<file path="config.mk">
export PLATFORM = sky130hd
export DESIGN_NAME = ring_buffer_deque
export DESIGN_NICKNAME = d
export VERILOG_FILES = /design/src/design/rbd_pkg.sv /design/src/design/ring_buffer_deque.sv /design/src/design/rbd_store.sv
export SDC_FILE = /design/constraint.sdc
export NUM_CORES = 1
export LEC_CHECK = 0
export ABC_AREA = 1
export BUFFER_PORTS_ARGS = -buffer_cell sky130_fd_sc_hd__buf_2
export CORE_UTILIZATION = 62
export CTS_BUF_LIST = sky130_fd_sc_hd__clkbuf_8
export DETAILED_ROUTE_END_ITERATION = 10
export GPL_TIMING_DRIVEN = 0
export PLACE_DENSITY_LB_ADDON = 0.1
export RECOVER_POWER = 25
export SLEW_MARGIN = 20
export SYNTH_ARGS = -nofsm -noshare
export SYNTH_HDL_FRONTEND = slang
export SYNTH_HIERARCHICAL = 1
export SYNTH_SLANG_ARGS = --single-unit
</file>
<file path="constraint.sdc">
create_clock -name clk -period 4.4 [get_ports clk]
set_input_delay 0.22 -clock clk [delete_from_list [all_inputs] [get_ports clk]]
set_output_delay 0.22 -clock clk [all_outputs]
set_load 0.01 [all_outputs]
</file>
<file path="src/design/rbd_pkg.sv">
`timescale 1ns / 1ps

package rbd_pkg;

    localparam int DEFAULT_CAPACITY = 16;
    localparam int WORD_W           = 32;

    typedef enum logic [1:0] {
        OP_PUSH_LEFT  = 2'd0,
        OP_PUSH_RIGHT = 2'd1,
        OP_POP_LEFT   = 2'd2,
        OP_POP_RIGHT  = 2'd3
    } opcode_t;

    typedef enum logic {
        ST_IDLE   = 1'b0,
        ST_RESULT = 1'b1
    } state_t;

    typedef struct packed {
        opcode_t                    opcode;
        logic signed [WORD_W-1:0]   push_value;
    } cmd_item_t;

    typedef struct packed {
        logic signed [WORD_W-1:0]   pop_value;
        logic                       done_res;
        logic                       now_empty;
        logic                       now_full;
    } rsp_item_t;

endpackage

</file>
<file path="src/design/ring_buffer_deque.sv">
`timescale 1ns / 1ps
// Channel | Direction | Handshake             | Payload
// cmd     | in        | cmd_valid / cmd_stall | cmd_item_t: opcode, push_value
// rsp     | out       | rsp_valid / rsp_stall | rsp_item_t: pop_value, done_res,
//         |           |                       |   now_empty, now_full
// For each item the store is accessed at the accept edge and its
// registered read data forms the result in the cycle after.
// One item is in flight at a time; a new item is taken once the result register
// is empty or being drained. Reset initializes pointers, count and handshake state;
// the store itself holds no reset value. A stalled result holds in its register.
module ring_buffer_deque #(
    parameter int CAPACITY = rbd_pkg::DEFAULT_CAPACITY
) (
    input  logic                clk,
    input  logic                rst_n,
    input  logic                cmd_valid,
    output logic                cmd_stall,
    input  rbd_pkg::cmd_item_t  cmd,
    output logic                rsp_valid,
    input  logic                rsp_stall,
    output rbd_pkg::rsp_item_t  rsp
);
    import rbd_pkg::*;

    localparam int AW = $clog2(CAPACITY);
    localparam int CW = $clog2(CAPACITY + 1);
    localparam logic [AW-1:0] LAST_SLOT = AW'(CAPACITY - 1);
    localparam logic [CW-1:0] FULL_CNT  = CW'(CAPACITY);

    state_t             state_reg, state_next;
    logic [AW-1:0]      left_reg, left_next;
    logic [AW-1:0]      right_reg, right_next;
    logic [CW-1:0]      count_reg, count_next;
    logic               pend_pop_reg, pend_pop_next;
    logic               pend_done_reg, pend_done_next;
    logic               pend_empty_reg, pend_empty_next;
    logic               pend_full_reg, pend_full_next;
    logic               rsp_valid_reg, rsp_valid_next;
    rsp_item_t          rsp_reg, rsp_next;

    logic               accept;
    logic               is_push;
    logic               is_full;
    logic               is_empty;
    logic               load_rsp;
    logic [AW-1:0]      left_inc, left_dec, right_inc, right_dec;
    logic               wr_en, rd_en;
    logic [AW-1:0]      addr;
    logic [WORD_W-1:0]  rd_data;

    rbd_store #(
        .DEPTH (CAPACITY),
        .AW    (AW)
    ) u_store (
        .clk     (clk),
        .wr_en   (wr_en),
        .rd_en   (rd_en),
        .addr    (addr),
        .wr_data (cmd.push_value),
        .rd_data (rd_data)
    );

    // Next state
    always_comb
    begin
        state_next = state_reg;
        unique case (state_reg)
            ST_IDLE:   if (accept) state_next = ST_RESULT;
            ST_RESULT: state_next = ST_IDLE;
            default:   state_next = ST_IDLE;
        endcase
    end

    // Handshake outputs
    always_comb
    begin
        cmd_stall = 1'b1;
        load_rsp  = 1'b0;
        unique case (state_reg)
            ST_IDLE:   cmd_stall = rsp_valid_reg && rsp_stall;
            ST_RESULT: load_rsp  = 1'b1;
            default:   cmd_stall = 1'b1;
        endcase
    end

    assign accept   = cmd_valid && !cmd_stall;
    assign is_push  = (cmd.opcode == OP_PUSH_LEFT) || (cmd.opcode == OP_PUSH_RIGHT);
    assign is_full  = (count_reg == FULL_CNT);
    assign is_empty = (count_reg == '0);

    assign left_inc  = (left_reg == LAST_SLOT)  ? '0 : left_reg + AW'(1);
    assign left_dec  = (left_reg == '0)         ? LAST_SLOT : left_reg - AW'(1);
    assign right_inc = (right_reg == LAST_SLOT) ? '0 : right_reg + AW'(1);
    assign right_dec = (right_reg == '0)        ? LAST_SLOT : right_reg - AW'(1);

    // Pointer update and store access at the accept edge
    always_comb
    begin
        left_next       = left_reg;
        right_next      = right_reg;
        count_next      = count_reg;
        wr_en           = 1'b0;
        rd_en           = 1'b0;
        addr            = left_reg;
        pend_pop_next   = pend_pop_reg;
        pend_done_next  = pend_done_reg;
        pend_empty_next = pend_empty_reg;
        pend_full_next  = pend_full_reg;

        case (cmd.opcode)
            OP_PUSH_LEFT:  addr = left_reg;
            OP_PUSH_RIGHT: addr = right_reg;
            OP_POP_LEFT:   addr = left_dec;
            default:       addr = right_inc;
        endcase

        if (accept)
        begin
            if (is_push)
            begin
                wr_en = !is_full;
                if (!is_full)
                begin
                    count_next = count_reg + CW'(1);
                    if (cmd.opcode == OP_PUSH_LEFT)
                        left_next = left_inc;
                    else
                        right_next = right_dec;
                end
            end
            else
            begin
                rd_en = !is_empty;
                if (!is_empty)
                begin
                    count_next = count_reg - CW'(1);
                    if (cmd.opcode == OP_POP_LEFT)
                        left_next = left_dec;
                    else
                        right_next = right_inc;
                end
            end
            pend_pop_next   = rd_en;
            pend_done_next  = wr_en || rd_en;
            pend_empty_next = (count_next == '0);
            pend_full_next  = (count_next == FULL_CNT);
        end
    end

    // Result register: the slot is always free when the read data lands
    always_comb
    begin
        rsp_next       = rsp_reg;
        rsp_valid_next = rsp_valid_reg && rsp_stall;
        if (load_rsp)
        begin
            rsp_valid_next     = 1'b1;
            rsp_next.pop_value = pend_pop_reg ? $signed(rd_data) : '0;
            rsp_next.done_res  = pend_done_reg;
            rsp_next.now_empty = pend_empty_reg;
            rsp_next.now_full  = pend_full_reg;
        end
    end

    always_ff @(posedge clk or negedge rst_n)
    begin
        if (!rst_n)
        begin
            state_reg     <= ST_IDLE;
            left_reg      <= '0;
            right_reg     <= LAST_SLOT;
            count_reg     <= '0;
            rsp_valid_reg <= 1'b0;
        end
        else
        begin
            state_reg     <= state_next;
            left_reg      <= left_next;
            right_reg     <= right_next;
            count_reg     <= count_next;
            rsp_valid_reg <= rsp_valid_next;
        end
    end

    always_ff @(posedge clk)
    begin
        pend_pop_reg   <= pend_pop_next;
        pend_done_reg  <= pend_done_next;
        pend_empty_reg <= pend_empty_next;
        pend_full_reg  <= pend_full_next;
        rsp_reg        <= rsp_next;
    end

    assign rsp_valid = rsp_valid_reg;
    assign rsp       = rsp_reg;

endmodule

</file>
<file path="src/design/rbd_store.sv">
`timescale 1ns / 1ps

module rbd_store #(
    parameter int DEPTH = rbd_pkg::DEFAULT_CAPACITY,
    parameter int AW    = $clog2(DEPTH)
) (
    input  logic                        clk,
    input  logic                        wr_en,
    input  logic                        rd_en,
    input  logic [AW-1:0]               addr,
    input  logic [rbd_pkg::WORD_W-1:0]  wr_data,
    output logic [rbd_pkg::WORD_W-1:0]  rd_data
);
    import rbd_pkg::*;

    logic [WORD_W-1:0] store_reg [DEPTH];
    logic [WORD_W-1:0] rd_data_reg;

    always_ff @(posedge clk)
    begin
        if (wr_en)
        begin
            store_reg[addr] <= wr_data;
        end
        if (rd_en)
        begin
            rd_data_reg <= store_reg[addr];
        end
    end

    assign rd_data = rd_data_reg;

endmodule

</file>
==> results.cfg <==
[worst_setup_path]
required_ns = 4.74
start_kind = register
critPathCaptureType = register
r2r-end = u_store/store_reg[2][9]
r2r_cells = 10
path_class = register to register
cp_max_fo = 17
crit-reg2reg-launch = left_reg[0]
reg2reg_setup_slack_ns = 0.28
crit_arrival_ns = 4.46

[logic_synthesis]
synthTopCellsByCount = 1455 x nand2_1, 583 x edfxtp_1, 122 x inv_1, 44 x buf_2, 28 x nor2_1
synth_area_leaders = edfxtp_1 69%, nand2_1 22%, inv_1 1.8%
syn_inst = 2403
synth_area_leader_cell = edfxtp_1
synth_area_um2 = 25300
synth.distinct_cells = 36
yosysWarnings = 6
syn_area_per_cell_um2 = 10.5
synth_top_area_frac = 0.692
synthFlopType = edfxtp_1
synthArstFlopShare = 0.0251
post-synth-top-count-cell = nand2_1
ys_seq_area_frac = 0.707
synthesis.nets = 2448
synth_enable_flop_cells = 583
synth_seq_cells = 598

[sta]
hold_viol_final = 0
timing.setup.tns_ns = 0
worstMarginPinSlew_ns = 0.978
setup_violations = 0
rsz0062_at_grt = false
fmax_mhz = 243
fin_crit_ns = 4.12
fin_crit_sh = 0.937
slew_headroom = 0.348
slew_violations = 0
fin_worst_skew_ns = 0.0173

[outcome]
violations = DRC
status = complete, but fails checks

[cells_and_area]
fin_nets = 2671
antennaDiodeCount = 0
nFillCells = 2789
largest_register_ffs = 512
drive_gt1_frac = 0.112
areaGrowthSynthToFinish_pct = 14.0

[run]
cap_violations = 0

[placed_design]
io_buffers = 73
place.gp.congestion = 0.809
hpwl_mm = 39.7

[route]
via_per_inst = 5.36
drt_iter0_markers = 1337
avgRoutedWirePerCell_um = 19.0
route.detailed.drc = 2
vias = 17300
routed_wl_mm = 61.2
drtPass1Iterations = 10
postRouteAntennaNets = 0

[clock_network]
clock_sinks = 598
cts_tree = built
numCtsBuffers = 92
cts.path.max_buffers = 3
cts.clk_slew.worst_paths_ns = 0.07
clk_latency_ns = 0.65
post_cts_resized = 0
cts_root_buf = clkbuf_8
cts-htree-levels = 3

[power]
finalPower_w = 0.0169
peakVddDrop_mv = 0.438
p_leak_nw = 12.4
power_density_nw_per_um2 = 585

[floorplanning]
dieHeight_um = 204
initial_core_util = 0.632
num_io_pins = 75
die_area_um2 = 41600
placement_rows = 73
fp.dieW_um = 204
core_um2 = 40000

[global_routing]
grt_pass1_wl_mm = 92.7
grt_pass1_vias = 16800
grt-ovfl-total = 0
grt_max_degree = 23
track_usage = 0.301
antenna_found_initial = 0

[worst_hold_path]
min_path_type = input port to asynchronous set/reset pin
final cells by class:
class,count,area (um^2),share of cell area
multi-input combinational,1573,6340,0.220
clock inverter,67,272,0.00942
inverter,125,474,0.0164
tap,525,657,0.0228
clock buffer,96,1320,0.0458
timing repair buffer,129,1150,0.0399
sequential,598,17900,0.621
buffer,107,727,0.0252
kinds of logic (layout without fill, tap and decap cells):
family	after synthesis	in the layout	synth area share
flops	598	598	0.707
xor+xnor	9	9	0.00312
compound gates	37	37	0.00796
fa+ha+maj	7	7	0.00346
simple gates	1520	1520	0.231
buf+inv	232	524	0.0475
worst max-delay path, stage by stage, from the launching register on:
cell and delay, ns:
dfrtp_1 0.42, inv_1 0.12, ha_1 0.31, or2_2 0.31, o2111ai_1 0.36, buf_2 0.27
buf_2 0.31, buf_2 0.33, nand3_1 0.37, nor2_4 0.73, buf_16 0.25
placed cells by master (no fill, tap or decap), types with 2 or more instances in the layout:
cell type / instances
buf_16: 10
clkbuf_1: 37
nand4_1: 4
buf_6: 24
edfxtp_1: 583
a21o_1: 2
nor2_4: 20
nand3_1: 19
o21ai_0: 14
buf_2: 93
o21ai_1: 8
clkinv_1: 22
buf_12: 8
dfrtp_1: 10
ha_1: 7
inv_1: 155
nor2_1: 11
inv_2: 2
dfstp_2: 4
dlygate4sd3_1: 38
nand2_2: 3
buf_4: 18
clkinvlp_4: 2
nand2_1: 1455
buf_1: 6
clkinv_2: 10
a21oi_1: 9
nand2_4: 2
xnor2_1: 4
xor2_1: 5
buf_8: 2
clkbuf_8: 96
timing repair:
item,CTS,global route
buffers inserted,0,0
endpoints found under the hold margin,536,0
hold buffers,38,0
worst max-delay path by stage:
stage | slack (ns) | to | start
floorplan | 0.69 | u_store/store_reg[3][0] | state_reg
global placement | -1.62 | u_store/store_reg[1][11] | state_reg
detailed placement | 0.29 | u_store/store_reg[2][11] | left_reg[0]
CTS | 0.29 | u_store/store_reg[2][31] | left_reg[0]
global route | 0.18 | u_store/store_reg[2][31] | left_reg[0]
finish | 0.28 | u_store/store_reg[2][9] | left_reg[0]
routing by layer:
layer	global-route usage	up-vias	routed length, um	part of all wire
li1	-	8187	-	-
met1	0.404	8150	24500	0.40
met2	0.493	776	29600	0.48
met3	0.0464	144	4990	0.082
met4	0.132	0	2060	0.034
met5	0.00476	-	0	0
where the power goes:
group	switching, W	internal (W)
clock network	0.00206	0.00201
registers	0.000138	0.00671
logic	0.00419	0.00176
total	0.00639	0.0105
stage by stage:
stage	area (um^2)	cells	setup WS (ns)	hold WS [ns]	util
finish	28800	3220	0.278	0.217	0.721
global route	28800	3220	0.182	0.306	0.721
CTS	28900	3220	0.290	0.0119	0.721
floorplan	25300	2403	0.690	-0.0756	-
detailed placement	26900	3019	0.293	0.167	0.672
global placement	26300	3001	-1.62	0.153	0.658
Note: power is estimated with default switching activity, not from simulation.
